===== src/design/pp2rgb_pkg.sv =====
// pixel pair to rgb24 converter: shared widths, format and register codes,
// matrix coefficients and the structs passed between pipeline stages
// no dependencies
`timescale 1ns / 1ps

package pp2rgb_pkg;

   localparam int unsigned ByteW    = 8;
   localparam int unsigned WordW    = 64;
   localparam int unsigned NumBytes = WordW / ByteW;
   localparam int unsigned FmtW     = 4;
   localparam int unsigned CsrIdxW  = 2;
   localparam int unsigned CsrDataW = 4;
   localparam int unsigned FracW    = 16;
   localparam int unsigned CoefW    = 19;
   localparam int unsigned SdW      = ByteW + 1;
   localparam int unsigned MulW     = CoefW + SdW;
   localparam int unsigned ProdW    = 26;
   localparam int unsigned SumW     = 27;

   typedef enum logic [FmtW-1:0] {
      FMT_RGB565    = 4'd0,
      FMT_RGB565X   = 4'd1,
      FMT_YUYV      = 4'd2,
      FMT_UYVY      = 4'd3,
      FMT_YVYU      = 4'd4,
      FMT_VYUY      = 4'd5,
      FMT_SEMI_UV   = 4'd6,
      FMT_SEMI_VU   = 4'd7,
      FMT_PLANAR_UV = 4'd8,
      FMT_PLANAR_VU = 4'd9,
      FMT_XRGB32    = 4'd10,
      FMT_XBGR32    = 4'd11,
      FMT_BGR24     = 4'd12
   } pix_fmt_type;

   typedef enum logic [CsrIdxW-1:0] {
      CSR_PIXEL_FORMAT  = 2'd0,
      CSR_MATRIX_SELECT = 2'd1,
      CSR_FULL_RANGE    = 2'd2
   } csr_idx_type;

   localparam logic MATRIX_BT601 = 1'b0;

   localparam logic signed [SdW-1:0]   LUMA_OFFSET = 9'sd16;
   localparam logic signed [SdW-1:0]   CHROMA_BIAS = 9'sd128;
   localparam logic signed [CoefW-1:0] LUMA_GAIN   = 19'sd76284;

   localparam logic signed [CoefW-1:0] R_V_601 = 19'sd104595;
   localparam logic signed [CoefW-1:0] G_U_601 = -19'sd25690;
   localparam logic signed [CoefW-1:0] G_V_601 = -19'sd53281;
   localparam logic signed [CoefW-1:0] B_U_601 = 19'sd132186;
   localparam logic signed [CoefW-1:0] R_V_709 = 19'sd117506;
   localparam logic signed [CoefW-1:0] G_U_709 = -19'sd13959;
   localparam logic signed [CoefW-1:0] G_V_709 = -19'sd34931;
   localparam logic signed [CoefW-1:0] B_U_709 = 19'sd138412;

   typedef struct packed {
      logic [FmtW-1:0] pixel_format;
      logic            matrix_select;
      logic            full_range;
   } csr_type;

   typedef struct packed {
      logic [ByteW-1:0] red_left;
      logic [ByteW-1:0] green_left;
      logic [ByteW-1:0] blue_left;
      logic [ByteW-1:0] red_right;
      logic [ByteW-1:0] green_right;
      logic [ByteW-1:0] blue_right;
   } rgb_pair_type;

   typedef struct packed {
      logic             is_yuv;
      logic [ByteW-1:0] luma_left;
      logic [ByteW-1:0] luma_right;
      logic [ByteW-1:0] chroma_u;
      logic [ByteW-1:0] chroma_v;
      rgb_pair_type     direct;
   } unpack_type;

   typedef struct packed {
      logic                    is_yuv;
      logic signed [ProdW-1:0] luma_left;
      logic signed [ProdW-1:0] luma_right;
      logic signed [ProdW-1:0] red_v;
      logic signed [ProdW-1:0] green_u;
      logic signed [ProdW-1:0] green_v;
      logic signed [ProdW-1:0] blue_u;
      rgb_pair_type            direct;
   } prod_type;

endpackage


===== src/design/pp2rgb_unpack.sv =====
// pixel pair to rgb24 converter: byte unpacking per source format
// picks luma and chroma for yuv sources, expands or reorders rgb sources
// depends on pp2rgb_pkg
`timescale 1ns / 1ps

module pp2rgb_unpack (
   input  logic [pp2rgb_pkg::WordW-1:0] packed_bytes,
   input  logic [pp2rgb_pkg::ByteW-1:0] chroma_first,
   input  logic [pp2rgb_pkg::ByteW-1:0] chroma_second,
   input  logic [pp2rgb_pkg::FmtW-1:0]  pixel_format,
   output pp2rgb_pkg::unpack_type       unpacked
);
   import pp2rgb_pkg::*;

   logic [ByteW-1:0]   b [NumBytes];
   logic [2*ByteW-1:0] pix_left;
   logic [2*ByteW-1:0] pix_right;
   logic [3*ByteW-1:0] exp_left;
   logic [3*ByteW-1:0] exp_right;

   function automatic logic [3*ByteW-1:0] expand_565(input logic [2*ByteW-1:0] pix);
      return {pix[15:11], 3'b111, pix[10:5], 2'b11, pix[4:0], 3'b111};
   endfunction

   for (genvar k = 0; k < NumBytes; k++) begin : g_bytes
      assign b[k] = packed_bytes[k*ByteW +: ByteW];
   end

   // byte-swapped variant takes the odd byte as high half
   assign pix_left  = (pixel_format == FMT_RGB565) ? {b[0], b[1]} : {b[1], b[0]};
   assign pix_right = (pixel_format == FMT_RGB565) ? {b[2], b[3]} : {b[3], b[2]};
   assign exp_left  = expand_565(pix_left);
   assign exp_right = expand_565(pix_right);

   always_comb begin
      unpacked = '0;
      unique case (pixel_format) inside
         FMT_RGB565, FMT_RGB565X: begin
            unpacked.direct = {exp_left, exp_right};
         end
         FMT_YUYV: begin
            unpacked.is_yuv     = 1'b1;
            unpacked.luma_left  = b[0];
            unpacked.luma_right = b[2];
            unpacked.chroma_u   = b[1];
            unpacked.chroma_v   = b[3];
         end
         FMT_UYVY: begin
            unpacked.is_yuv     = 1'b1;
            unpacked.luma_left  = b[1];
            unpacked.luma_right = b[3];
            unpacked.chroma_u   = b[0];
            unpacked.chroma_v   = b[2];
         end
         FMT_YVYU: begin
            unpacked.is_yuv     = 1'b1;
            unpacked.luma_left  = b[0];
            unpacked.luma_right = b[2];
            unpacked.chroma_u   = b[3];
            unpacked.chroma_v   = b[1];
         end
         FMT_VYUY: begin
            unpacked.is_yuv     = 1'b1;
            unpacked.luma_left  = b[1];
            unpacked.luma_right = b[3];
            unpacked.chroma_u   = b[2];
            unpacked.chroma_v   = b[0];
         end
         FMT_SEMI_UV, FMT_PLANAR_UV: begin
            unpacked.is_yuv     = 1'b1;
            unpacked.luma_left  = b[0];
            unpacked.luma_right = b[1];
            unpacked.chroma_u   = chroma_first;
            unpacked.chroma_v   = chroma_second;
         end
         FMT_SEMI_VU, FMT_PLANAR_VU: begin
            unpacked.is_yuv     = 1'b1;
            unpacked.luma_left  = b[0];
            unpacked.luma_right = b[1];
            unpacked.chroma_u   = chroma_second;
            unpacked.chroma_v   = chroma_first;
         end
         FMT_XRGB32: begin
            unpacked.direct = {b[1], b[2], b[3], b[5], b[6], b[7]};
         end
         FMT_XBGR32: begin
            unpacked.direct = {b[2], b[1], b[0], b[6], b[5], b[4]};
         end
         // bgr24, also the unassigned codes
         default: begin
            unpacked.direct = {b[2], b[1], b[0], b[5], b[4], b[3]};
         end
      endcase
   end

endmodule


===== src/design/pp2rgb_yuv_mult.sv =====
// pixel pair to rgb24 converter: luma scaling and chroma coefficient products
// one multiplier level, bt.601 or bt.709 coefficients, full or limited range
// depends on pp2rgb_pkg
`timescale 1ns / 1ps

module pp2rgb_yuv_mult (
   input  pp2rgb_pkg::unpack_type unpacked,
   input  logic                   matrix_select,
   input  logic                   full_range,
   output pp2rgb_pkg::prod_type   products
);
   import pp2rgb_pkg::*;

   logic signed [SdW-1:0]   yl_s;
   logic signed [SdW-1:0]   yr_s;
   logic signed [SdW-1:0]   u_s;
   logic signed [SdW-1:0]   v_s;
   logic signed [CoefW-1:0] c_rv;
   logic signed [CoefW-1:0] c_gu;
   logic signed [CoefW-1:0] c_gv;
   logic signed [CoefW-1:0] c_bu;
   logic signed [MulW-1:0]  p_yl;
   logic signed [MulW-1:0]  p_yr;
   logic signed [MulW-1:0]  p_rv;
   logic signed [MulW-1:0]  p_gu;
   logic signed [MulW-1:0]  p_gv;
   logic signed [MulW-1:0]  p_bu;
   logic [ProdW-1:0]        full_yl;
   logic [ProdW-1:0]        full_yr;

   assign yl_s = $signed({1'b0, unpacked.luma_left})  - LUMA_OFFSET;
   assign yr_s = $signed({1'b0, unpacked.luma_right}) - LUMA_OFFSET;
   assign u_s  = $signed({1'b0, unpacked.chroma_u})   - CHROMA_BIAS;
   assign v_s  = $signed({1'b0, unpacked.chroma_v})   - CHROMA_BIAS;

   assign c_rv = (matrix_select == MATRIX_BT601) ? R_V_601 : R_V_709;
   assign c_gu = (matrix_select == MATRIX_BT601) ? G_U_601 : G_U_709;
   assign c_gv = (matrix_select == MATRIX_BT601) ? G_V_601 : G_V_709;
   assign c_bu = (matrix_select == MATRIX_BT601) ? B_U_601 : B_U_709;

   assign p_yl = yl_s * LUMA_GAIN;
   assign p_yr = yr_s * LUMA_GAIN;
   assign p_rv = v_s * c_rv;
   assign p_gu = u_s * c_gu;
   assign p_gv = v_s * c_gv;
   assign p_bu = u_s * c_bu;

   // full range: luma times one in 10.16
   assign full_yl = {{(ProdW-ByteW-FracW){1'b0}}, unpacked.luma_left,  {FracW{1'b0}}};
   assign full_yr = {{(ProdW-ByteW-FracW){1'b0}}, unpacked.luma_right, {FracW{1'b0}}};

   always_comb begin
      products.is_yuv     = unpacked.is_yuv;
      products.direct     = unpacked.direct;
      products.luma_left  = full_range ? full_yl : p_yl[ProdW-1:0];
      products.luma_right = full_range ? full_yr : p_yr[ProdW-1:0];
      products.red_v      = p_rv[ProdW-1:0];
      products.green_u    = p_gu[ProdW-1:0];
      products.green_v    = p_gv[ProdW-1:0];
      products.blue_u     = p_bu[ProdW-1:0];
   end

endmodule


===== src/design/pp2rgb_mix.sv =====
// pixel pair to rgb24 converter: matrix sums, clamping and result select
// clamps each 11.16 sum to 0..255, passes rgb sources straight through
// depends on pp2rgb_pkg
`timescale 1ns / 1ps

module pp2rgb_mix (
   input  pp2rgb_pkg::prod_type     products,
   output pp2rgb_pkg::rgb_pair_type rgb
);
   import pp2rgb_pkg::*;

   logic signed [SumW-1:0] r_l;
   logic signed [SumW-1:0] g_l;
   logic signed [SumW-1:0] b_l;
   logic signed [SumW-1:0] r_r;
   logic signed [SumW-1:0] g_r;
   logic signed [SumW-1:0] b_r;

   function automatic logic [ByteW-1:0] clamp_sum(input logic signed [SumW-1:0] s);
      if (s[SumW-1]) begin
         return '0;
      end else if (|s[SumW-2:FracW+ByteW]) begin
         return '1;
      end else begin
         return s[FracW+ByteW-1:FracW];
      end
   endfunction

   assign r_l = SumW'(products.luma_left) + SumW'(products.red_v);
   assign g_l = SumW'(products.luma_left) + SumW'(products.green_u) + SumW'(products.green_v);
   assign b_l = SumW'(products.luma_left) + SumW'(products.blue_u);
   assign r_r = SumW'(products.luma_right) + SumW'(products.red_v);
   assign g_r = SumW'(products.luma_right) + SumW'(products.green_u) + SumW'(products.green_v);
   assign b_r = SumW'(products.luma_right) + SumW'(products.blue_u);

   always_comb begin
      if (products.is_yuv) begin
         rgb.red_left    = clamp_sum(r_l);
         rgb.green_left  = clamp_sum(g_l);
         rgb.blue_left   = clamp_sum(b_l);
         rgb.red_right   = clamp_sum(r_r);
         rgb.green_right = clamp_sum(g_r);
         rgb.blue_right  = clamp_sum(b_r);
      end else begin
         rgb = products.direct;
      end
   end

endmodule


===== src/design/pixel_pair_to_rgb24_converter_top.sv =====
// pixel pair to rgb24 converter: top level with config registers and
// the three-register pipeline (input, products, result)
// depends on pp2rgb_pkg, pp2rgb_unpack, pp2rgb_yuv_mult, pp2rgb_mix
//
//   channel  dir  handshake            payload
//   req      in   req_valid/req_ready  packed_bytes, chroma_first, chroma_second
//   rsp      out  rsp_valid/rsp_ready  red/green/blue, left and right
//   csr      in   csr_we               csr_index, csr_wdata
//
// one beat per cycle in and out while rsp_ready stays high
// the path is input register, multiplier level, products register, sums and
// clamp, result register
// reset clears the stage valids and loads bgr24, bt.709, limited range
// with rsp_ready low the result holds; req_ready drops once all three stages
// hold a beat
`timescale 1ns / 1ps

module pixel_pair_to_rgb24_converter_top (
   input  logic                            clock,
   input  logic                            reset,
   input  logic                            req_valid,
   output logic                            req_ready,
   input  logic [pp2rgb_pkg::WordW-1:0]    req_packed_bytes,
   input  logic [pp2rgb_pkg::ByteW-1:0]    req_chroma_first,
   input  logic [pp2rgb_pkg::ByteW-1:0]    req_chroma_second,
   output logic                            rsp_valid,
   input  logic                            rsp_ready,
   output logic [pp2rgb_pkg::ByteW-1:0]    rsp_red_left,
   output logic [pp2rgb_pkg::ByteW-1:0]    rsp_green_left,
   output logic [pp2rgb_pkg::ByteW-1:0]    rsp_blue_left,
   output logic [pp2rgb_pkg::ByteW-1:0]    rsp_red_right,
   output logic [pp2rgb_pkg::ByteW-1:0]    rsp_green_right,
   output logic [pp2rgb_pkg::ByteW-1:0]    rsp_blue_right,
   input  logic                            csr_we,
   input  logic [pp2rgb_pkg::CsrIdxW-1:0]  csr_index,
   input  logic [pp2rgb_pkg::CsrDataW-1:0] csr_wdata
);
   import pp2rgb_pkg::*;

   csr_type          csr_ff;
   csr_type          csr_in;

   logic             s1_vld_ff;
   logic             s2_vld_ff;
   logic             out_vld_ff;
   logic             s1_adv;
   logic             s2_adv;
   logic             out_adv;
   logic [2:0]       vld_vec;

   logic [WordW-1:0] bytes_ff;
   logic [ByteW-1:0] c1_ff;
   logic [ByteW-1:0] c2_ff;
   unpack_type       unpacked;
   prod_type         prod_in;
   prod_type         prod_ff;
   rgb_pair_type     rgb_in;
   rgb_pair_type     rgb_ff;

   // config registers
   always_comb begin
      csr_in = csr_ff;
      if (csr_we) begin
         unique case (csr_index)
            CSR_PIXEL_FORMAT:  csr_in.pixel_format  = csr_wdata;
            CSR_MATRIX_SELECT: csr_in.matrix_select = csr_wdata[0];
            CSR_FULL_RANGE:    csr_in.full_range    = csr_wdata[0];
            default:           csr_in = csr_ff;
         endcase
      end
   end

   always_ff @(posedge clock) begin
      if (reset) begin
         csr_ff.pixel_format  <= FMT_BGR24;
         csr_ff.matrix_select <= 1'b1;
         csr_ff.full_range    <= 1'b0;
      end else begin
         csr_ff <= csr_in;
      end
   end

   // pipeline flow control
   assign out_adv   = !out_vld_ff || rsp_ready;
   assign s2_adv    = !s2_vld_ff || out_adv;
   assign s1_adv    = !s1_vld_ff || s2_adv;
   assign req_ready = s1_adv;
   assign vld_vec   = {s1_vld_ff, s2_vld_ff, out_vld_ff};

   always_ff @(posedge clock) begin
      if (reset) begin
         s1_vld_ff  <= 1'b0;
         s2_vld_ff  <= 1'b0;
         out_vld_ff <= 1'b0;
      end else begin
         if (s1_adv) begin
            s1_vld_ff <= req_valid;
         end
         if (s2_adv) begin
            s2_vld_ff <= s1_vld_ff;
         end
         if (out_adv) begin
            out_vld_ff <= s2_vld_ff;
         end
      end
   end

   // payload registers
   always_ff @(posedge clock) begin
      if (s1_adv && req_valid) begin
         bytes_ff <= req_packed_bytes;
         c1_ff    <= req_chroma_first;
         c2_ff    <= req_chroma_second;
      end
      if (s2_adv && s1_vld_ff) begin
         prod_ff <= prod_in;
      end
      if (out_adv && s2_vld_ff) begin
         rgb_ff <= rgb_in;
      end
   end

   pp2rgb_unpack u_unpack (
      .packed_bytes  (bytes_ff),
      .chroma_first  (c1_ff),
      .chroma_second (c2_ff),
      .pixel_format  (csr_ff.pixel_format),
      .unpacked      (unpacked)
   );

   pp2rgb_yuv_mult u_yuv_mult (
      .unpacked      (unpacked),
      .matrix_select (csr_ff.matrix_select),
      .full_range    (csr_ff.full_range),
      .products      (prod_in)
   );

   pp2rgb_mix u_mix (
      .products (prod_ff),
      .rgb      (rgb_in)
   );

   assign rsp_valid       = out_vld_ff;
   assign rsp_red_left    = rgb_ff.red_left;
   assign rsp_green_left  = rgb_ff.green_left;
   assign rsp_blue_left   = rgb_ff.blue_left;
   assign rsp_red_right   = rgb_ff.red_right;
   assign rsp_green_right = rgb_ff.green_right;
   assign rsp_blue_right  = rgb_ff.blue_right;

   // nothing comes out in the cycle after reset
   a_no_rsp_after_reset: assert property (@(posedge clock)
      reset |=> !rsp_valid)
      else $error("rsp_valid high right after reset");

   // back-pressure only when the whole pipe is full and stalled
   a_ready_only_when_full: assert property (@(posedge clock) disable iff (reset)
      !req_ready |-> (vld_vec == 3'b111) && !rsp_ready)
      else $error("req_ready low with room in the pipeline");

   // beats in flight change only by accepts and deliveries
   a_beat_count: assert property (@(posedge clock) disable iff (reset)
      !$past(reset) |-> (3'($countones(vld_vec)) ==
         3'($countones($past(vld_vec))) + 3'($past(req_valid && req_ready))
         - 3'($past(rsp_valid && rsp_ready))))
      else $error("beat lost or duplicated in pipeline");

endmodule


===== config.mk =====
export PLATFORM = sky130hd
export DESIGN_NAME = pixel_pair_to_rgb24_converter_top
export DESIGN_NICKNAME = d
export VERILOG_FILES = /design/src/design/pp2rgb_pkg.sv /design/src/design/pp2rgb_unpack.sv /design/src/design/pp2rgb_yuv_mult.sv /design/src/design/pp2rgb_mix.sv /design/src/design/pixel_pair_to_rgb24_converter_top.sv
export SDC_FILE = /design/constraint.sdc
export NUM_CORES = 2
export LEC_CHECK = 0
export ABC_AREA = 1
export BUFFER_PORTS_ARGS = -buffer_cell sky130_fd_sc_hd__clkbuf_2
export CORE_ASPECT_RATIO = 0.75
export CORE_MARGIN = 2
export CORE_UTILIZATION = 45
export CTS_CLUSTER_DIAMETER = 50
export CTS_CLUSTER_SIZE = 14
export DETAILED_ROUTE_END_ITERATION = 8
export HOLD_SLACK_MARGIN = 0.03
export PLACE_DENSITY_LB_ADDON = 0.08
export SYNTH_ARGS = -nofsm -noshare
export SYNTH_HDL_FRONTEND = slang
export SYNTH_SLANG_ARGS = --single-unit

===== constraint.sdc =====
create_clock -name clock -period 7.55 [get_ports clock]
set_input_delay 0.755 -clock clock [delete_from_list [all_inputs] [get_ports clock]]
set_output_delay 0.755 -clock clock [all_outputs]
set_load 0.03 [all_outputs]

; ---- Word-level counts from Yosys, hierarchy flattened
; Index checks and enable logic that the tools add are counted.
[word_totals]
ff_bits = 342
in_bits = 91
out_inout_bits = 50
word_cells = 108
[classes]
addsub = 12
mul = 6
n_eq_ne = 13
n_mux = 23
n_reduce_logical = 24
[ops]
columns = operator, n
row1 = case mux 33 bit (6 select lines), 1
row2 = case mux 48 bit (4 select lines), 1
row3 = adder 26 x 26 -> 27 bit, 6
row4 = 2-to-1 mux 8 bit, 12
row5 = adder 27 x 26 -> 27 bit, 2
row6 = "multiplier 9 x 16 -> 24 bit, second input constant", 2
row7 = 2-to-1 mux 24 bit, 2
row8 = 2-to-1 mux 48 bit, 1
row9 = 2-to-1 mux 15 bit, 3
row10 = 2-to-1 mux 16 bit, 2
row11 = multiplier 9 x 17 -> 26 bit, 1
row12 = multiplier 9 x 18 -> 26 bit, 1
row13 = multiplier 9 x 19 -> 26 bit, 1
row14 = multiplier 9 x 16 -> 25 bit, 1
row15 = OR reduction 2 bit, 9
row16 = "subtractor 8 x 5 -> 9 bit, second input constant", 2
row17 = "subtractor 8 x 8 -> 9 bit, second input constant", 2
row18 = "== test 4 x 3 -> 1 bit, second input constant", 4
row19 = "== test 4 bit, second input constant", 4
row20 = 2-to-1 mux 13 bit, 1
row21 = "== test 4 x 2 -> 1 bit, second input constant", 2
row22 = OR reduction 8 bit, 1
row23 = AND reduction 2 bit, 3
row24 = "== test 4 x 1 -> 1 bit, second input constant", 1
row25 = other kinds (7), 13

; ---- Depth between registers and ports, before layout
[depth]
ltp_word = 6
depth_mapped = 35
mapped_depth_nobuf = 35

; ---- Modules after synthesis
; A second synthesis with hierarchy kept.
[hier_totals]
hier_cells = 6015
hier_area_um2 = 45944.1
[by_module_without_submodules]
columns = mod, n_inst, cells_per_inst, area_each_um2, seq_area_each_um2
row1 = pp2rgb_yuv_mult, 1, 2865, 21592.0, 0.0
row2 = pp2rgb_mix, 1, 2055, 10931.7, 0.0
row3 = pixel_pair_to_rgb24_converter_top, 1, 389, 10401.2, 10179.8
row4 = pp2rgb_unpack, 1, 706, 3019.1, 0.0

; ---- Least setup slack after synthesis
; No wires, ideal clock.
[synth_path]
path_kind = register to register
startpoint = register, netlist name csr_ff[4]
endpoint = register prod_ff[92] (netlist name) (data pin)
setup_ps = 265
arrival_ps = 5778
t_required_ps = 7285
slack_ps = 1507
stages_incl_launch_ff = 28
n_path_buf = 1
synth_period_minus_slack_ps = 6043
path_cell_list = dfxtp_1 > inv_1 > nand2_1 > nor2_4 > inv_4 > buf_2 > nor2_1 > nor3_1 > o21ai_1 > inv_1 > nor2_1 > fa_1 > inv_1 > fa_1 > inv_1 > fa_1 > fa_1 > inv_1 > fa_1 > inv_1 > ha_1 > nand2_1 > inv_1 > a21oi_1 > o21ai_0 > a21oi_1 > o21ai_0 > xor2_1
[synth_rtl]
columns = element, line_no
row1 = "end signal, assigned", pixel_pair_to_rgb24_converter_top.sv:116  ; prod_ff <= prod_in;
row2 = "end, declared", pixel_pair_to_rgb24_converter_top.sv:56  ; prod_type prod_ff;

==> results.md <==
* Ys Warns at 0
* Cell with the most instances after synthesis: nand2_1
* Cell taking the most area after synthesis: edfxtp_1
* Routed Wire Length at 142 mm
* Yosys reg bits at 333
* Max_cap viols at 0
* Final non-filler cell total at 6342
* DR pass1 iterations at 6
* Max Buffers Root-to-Sink at 3
* Setup Crit Path Kind: register to register
* Total core area at 0.0914 mm²
* Peak supply drop at 0.327 mV
* CTS Hold Buffers Added at 0
* Async S/R FF share, synth at 0%
* Final ANT Viol Nets at 0
* Antenna diodes at 0
* Startpoint class of the critical path: register
* Fin nets at 6164
* Mapped Area at 0.0415 mm²
* Simple-Gate Fraction of Synth Area at 18.0%
* Slew at the pin closest to its max-slew limit at 1.05 ns
* Synth Area in Adders at 36.2%
* Arrival time worst endpoint at 7.29 ns
* FP Rows at 96
* Final Skew at 0.0265 ns
* Placed insts at 6261
* Die X at 355 µm
* Mux cell area share after synthesis at 0%
* Hold WC Path Type: input port to register
* Distinct cells, synth at 62
* Largest family of logic cells by synthesized area: adder cells
* Number of port buffers at 140
* RSZ-0062 raised after global routing: no
* Initial antenna violation count at 16
* Mean post-synth cell area at 8.47 µm²
* Relative slew slack at 29.9%
* Leakage at 23.1 nW
* Fmax achieved at 0.144 GHz
* Critical-path cell list: nor2_2 -> a22oi_4 -> nand2_4 -> a21oi_4 -> ha_1 -> buf_4 -> xor2_1 -> inv_1 -> ha_1 -> ha_1 -> inv_1 -> fa_1 -> inv_1 -> fa_1 -> fa_1 -> ha_1 -> nand2_1 -> o21ai_0 -> nor2_1 -> o21ai_0 -> nand3_1 -> a21oi_1 -> o22ai_1
* TritonCTS clock tree: built
* Worst reg2reg path startpoint: csr_ff[3]
* Via/cell ratio at 5.55
* Post-Synth XOR/XNOR Area at 2.57%
* TritonCTS Buffers at 45
* CTS Root Cell: clkbuf_16
* Setup TNS at 0 ns
* R2R setup slack at 0.58 ns
* Capturing point of the worst reg2reg path: prod_ff[174]
* IO Count at 141
* Largest net degree at the start of global routing at 123
* Worst EP required at 7.87 ns
* Routed via count at 35200
* Clk Latency, worst-skew pair at 0.62 ns
* Hold path cells at 1
* Synth top area share at 23.4%
* CP dominant cell by count: ha_1
* Main area contributors after synthesis: edfxtp_1 (23%), ha_1 (19%), fa_1 (17%), nand2_1 (8.9%), inv_1 (7.6%)
* Worst setup path end: prod_ff[174]
* Die ar. at 0.0947 mm²
* Multi-input gate area at 0.0282 mm²
* Post-CTS setup repair buffer count at 0
* Synth Instances at 4901
* Register area share after synthesis at 23.9%
* First-pass GRT wire length at 212 mm
* Register area at 0.00991 mm²
* Hold Fails Final Rpt at 0
* DRC at 0
* Post-synth EDFFs at 324
* Slowest stage delay, CP at 0.52 ns
* Average wire per standard cell at 22.5 µm
* Die Height at 267 µm
* CTS clk-pin slew, worst paths at 0.07 ns
* Area grow syn2layout at 9.40%
* Dpl hpwl at 123 mm
* Post-synthesis compound-gate area fraction at 11.0%
* Final period util at 92.3%
* Clock sinks at 333
* Routability cong. at 1.00
* Slew Limit Fails at 0
* # resized after CTS at 0
* H-Tree Depth at 2
* Remaining Overflow, GRT at 0
* CP max stage cell: a22oi_4
* Final Critical Period at 6.97 ns
* Endpoints failing setup at 0
* Crit path launch: csr_ff[3]
* Filler Cell Count at 8971
* Share of layout cells above drive strength 1 at 6.61%
* Hold_sp: req_packed_bytes[23]
* Status: complete, no violations
* Initial DRC Count at 3697
* Setup crit end kind: register
* Worst r2r path cells at 23
* Vias in the first global route at 34000
* CP max FO at 16
* Overall Global Routing Usage at 30.2%
* Pwr dens at 461 mW/mm²
* Initial core utilization at 45.4%
* Commonest cells post-synth: nand2_1 (982), inv_1 (843), ha_1 (637)
* Ys flop type: edfxtp_1
layer usage:
metal	up-vias	share of wire, %	global-route usage (%)	wire [µm]
met1	16900	49	46.9	69400
met3	142	9.5	6.43	13600
met2	1314	40	42.5	56700
met5	-	0.040	0	57
met4	8	2.0	6.02	2800
li1	16800	-	-	-
cell type report:
class,instances,share of cell area [%]
Inverter,857,7.12
Clock buffer,48,2.50
Multi-Input combinational cell,3663,62.1
Sequential cell,333,21.8
Timing Repair Buffer,183,2.25
Clock inverter,33,0.846
Tap cell,1225,3.38
how the worst min path moves through the flow:
| stage | end | slack, ns |
|---|---|---|
| after CTS | bytes_ff[42] | 0.28 |
| after floorplan | rsp_valid | 0.45 |
| after global routing | c2_ff[7] | 0.29 |
| after global placement | rsp_green_left[2] | 0.50 |
| final | bytes_ff[23] | 0.31 |
| after detailed placement | rsp_blue_left[6] | 0.51 |
critical path: cells and delay by family (launching register included):
kind            cells  cell delay (ns)
fa+ha+maj           7             2.66
compound gates      6             1.92
simple gates        5             0.73
flops               1             0.48
buf+inv             4             0.46
xor+xnor            1             0.42
kinds of logic after synthesis:
group | count (synthesis)
simple gates | 1759
compound gates | 786
other cells | 2
buf+inv | 910
flops | 333
xor+xnor | 121
fa+ha+maj | 990
through the flow:
stage | utilization (%) | cell area [µm²] | total power, mW | hold slack (ns) | worst slack [ns]
after floorplan | - | 41500 | 13.6 | 0.450 | 1.51
after global placement | 48.0 | 43900 | 18.4 | 0.504 | 0.769
after detailed placement | 48.0 | 43900 | 18.4 | 0.507 | 0.684
after CTS | 49.7 | 45400 | 20.7 | 0.278 | 0.660
after global routing | 49.7 | 45400 | 22.9 | 0.291 | 0.176
final | 49.7 | 45400 | 21.0 | 0.310 | 0.583
layout by cell type (no fill, tap or decap), drive strengths merged, types with 9 or more instances in the layout:
master   count
a21o        26
a21oi      330
a221oi      12
a31oi       10
buf         43
clkbuf     188
clkinv      18
dfxtp        9
edfxtp     324
fa         353
ha         637
inv        865
nand2      995
nand3      227
nand4       82
nor2       345
nor3        58
nor4         9
o2111ai     10
o211ai      12
o21a        10
o21ai      222
o21bai      32
o221ai      15
o22ai       78
o31ai       10
or2         18
xnor2       48
xor2        73
sequential cells by signal (all words and copies together), names as in the netlist, 6 cells and up:
register,cells
bytes_ff,64
rsp_red_left,8
rsp_blue_right,8
rsp_green_left,8
prod_ff,196
c2_ff,8
rsp_blue_left,8
rsp_red_right,8
csr_ff,6
rsp_green_right,8
c1_ff,8
power breakdown:
group | total (mW) | switching [mW] | internal (mW)
Sequential | 3.61 | 0.843 | 2.77
Combinational | 15.2 | 10.0 | 5.17
Clock | 2.17 | 0.961 | 1.21
Power figures use the tool's default switching activity.
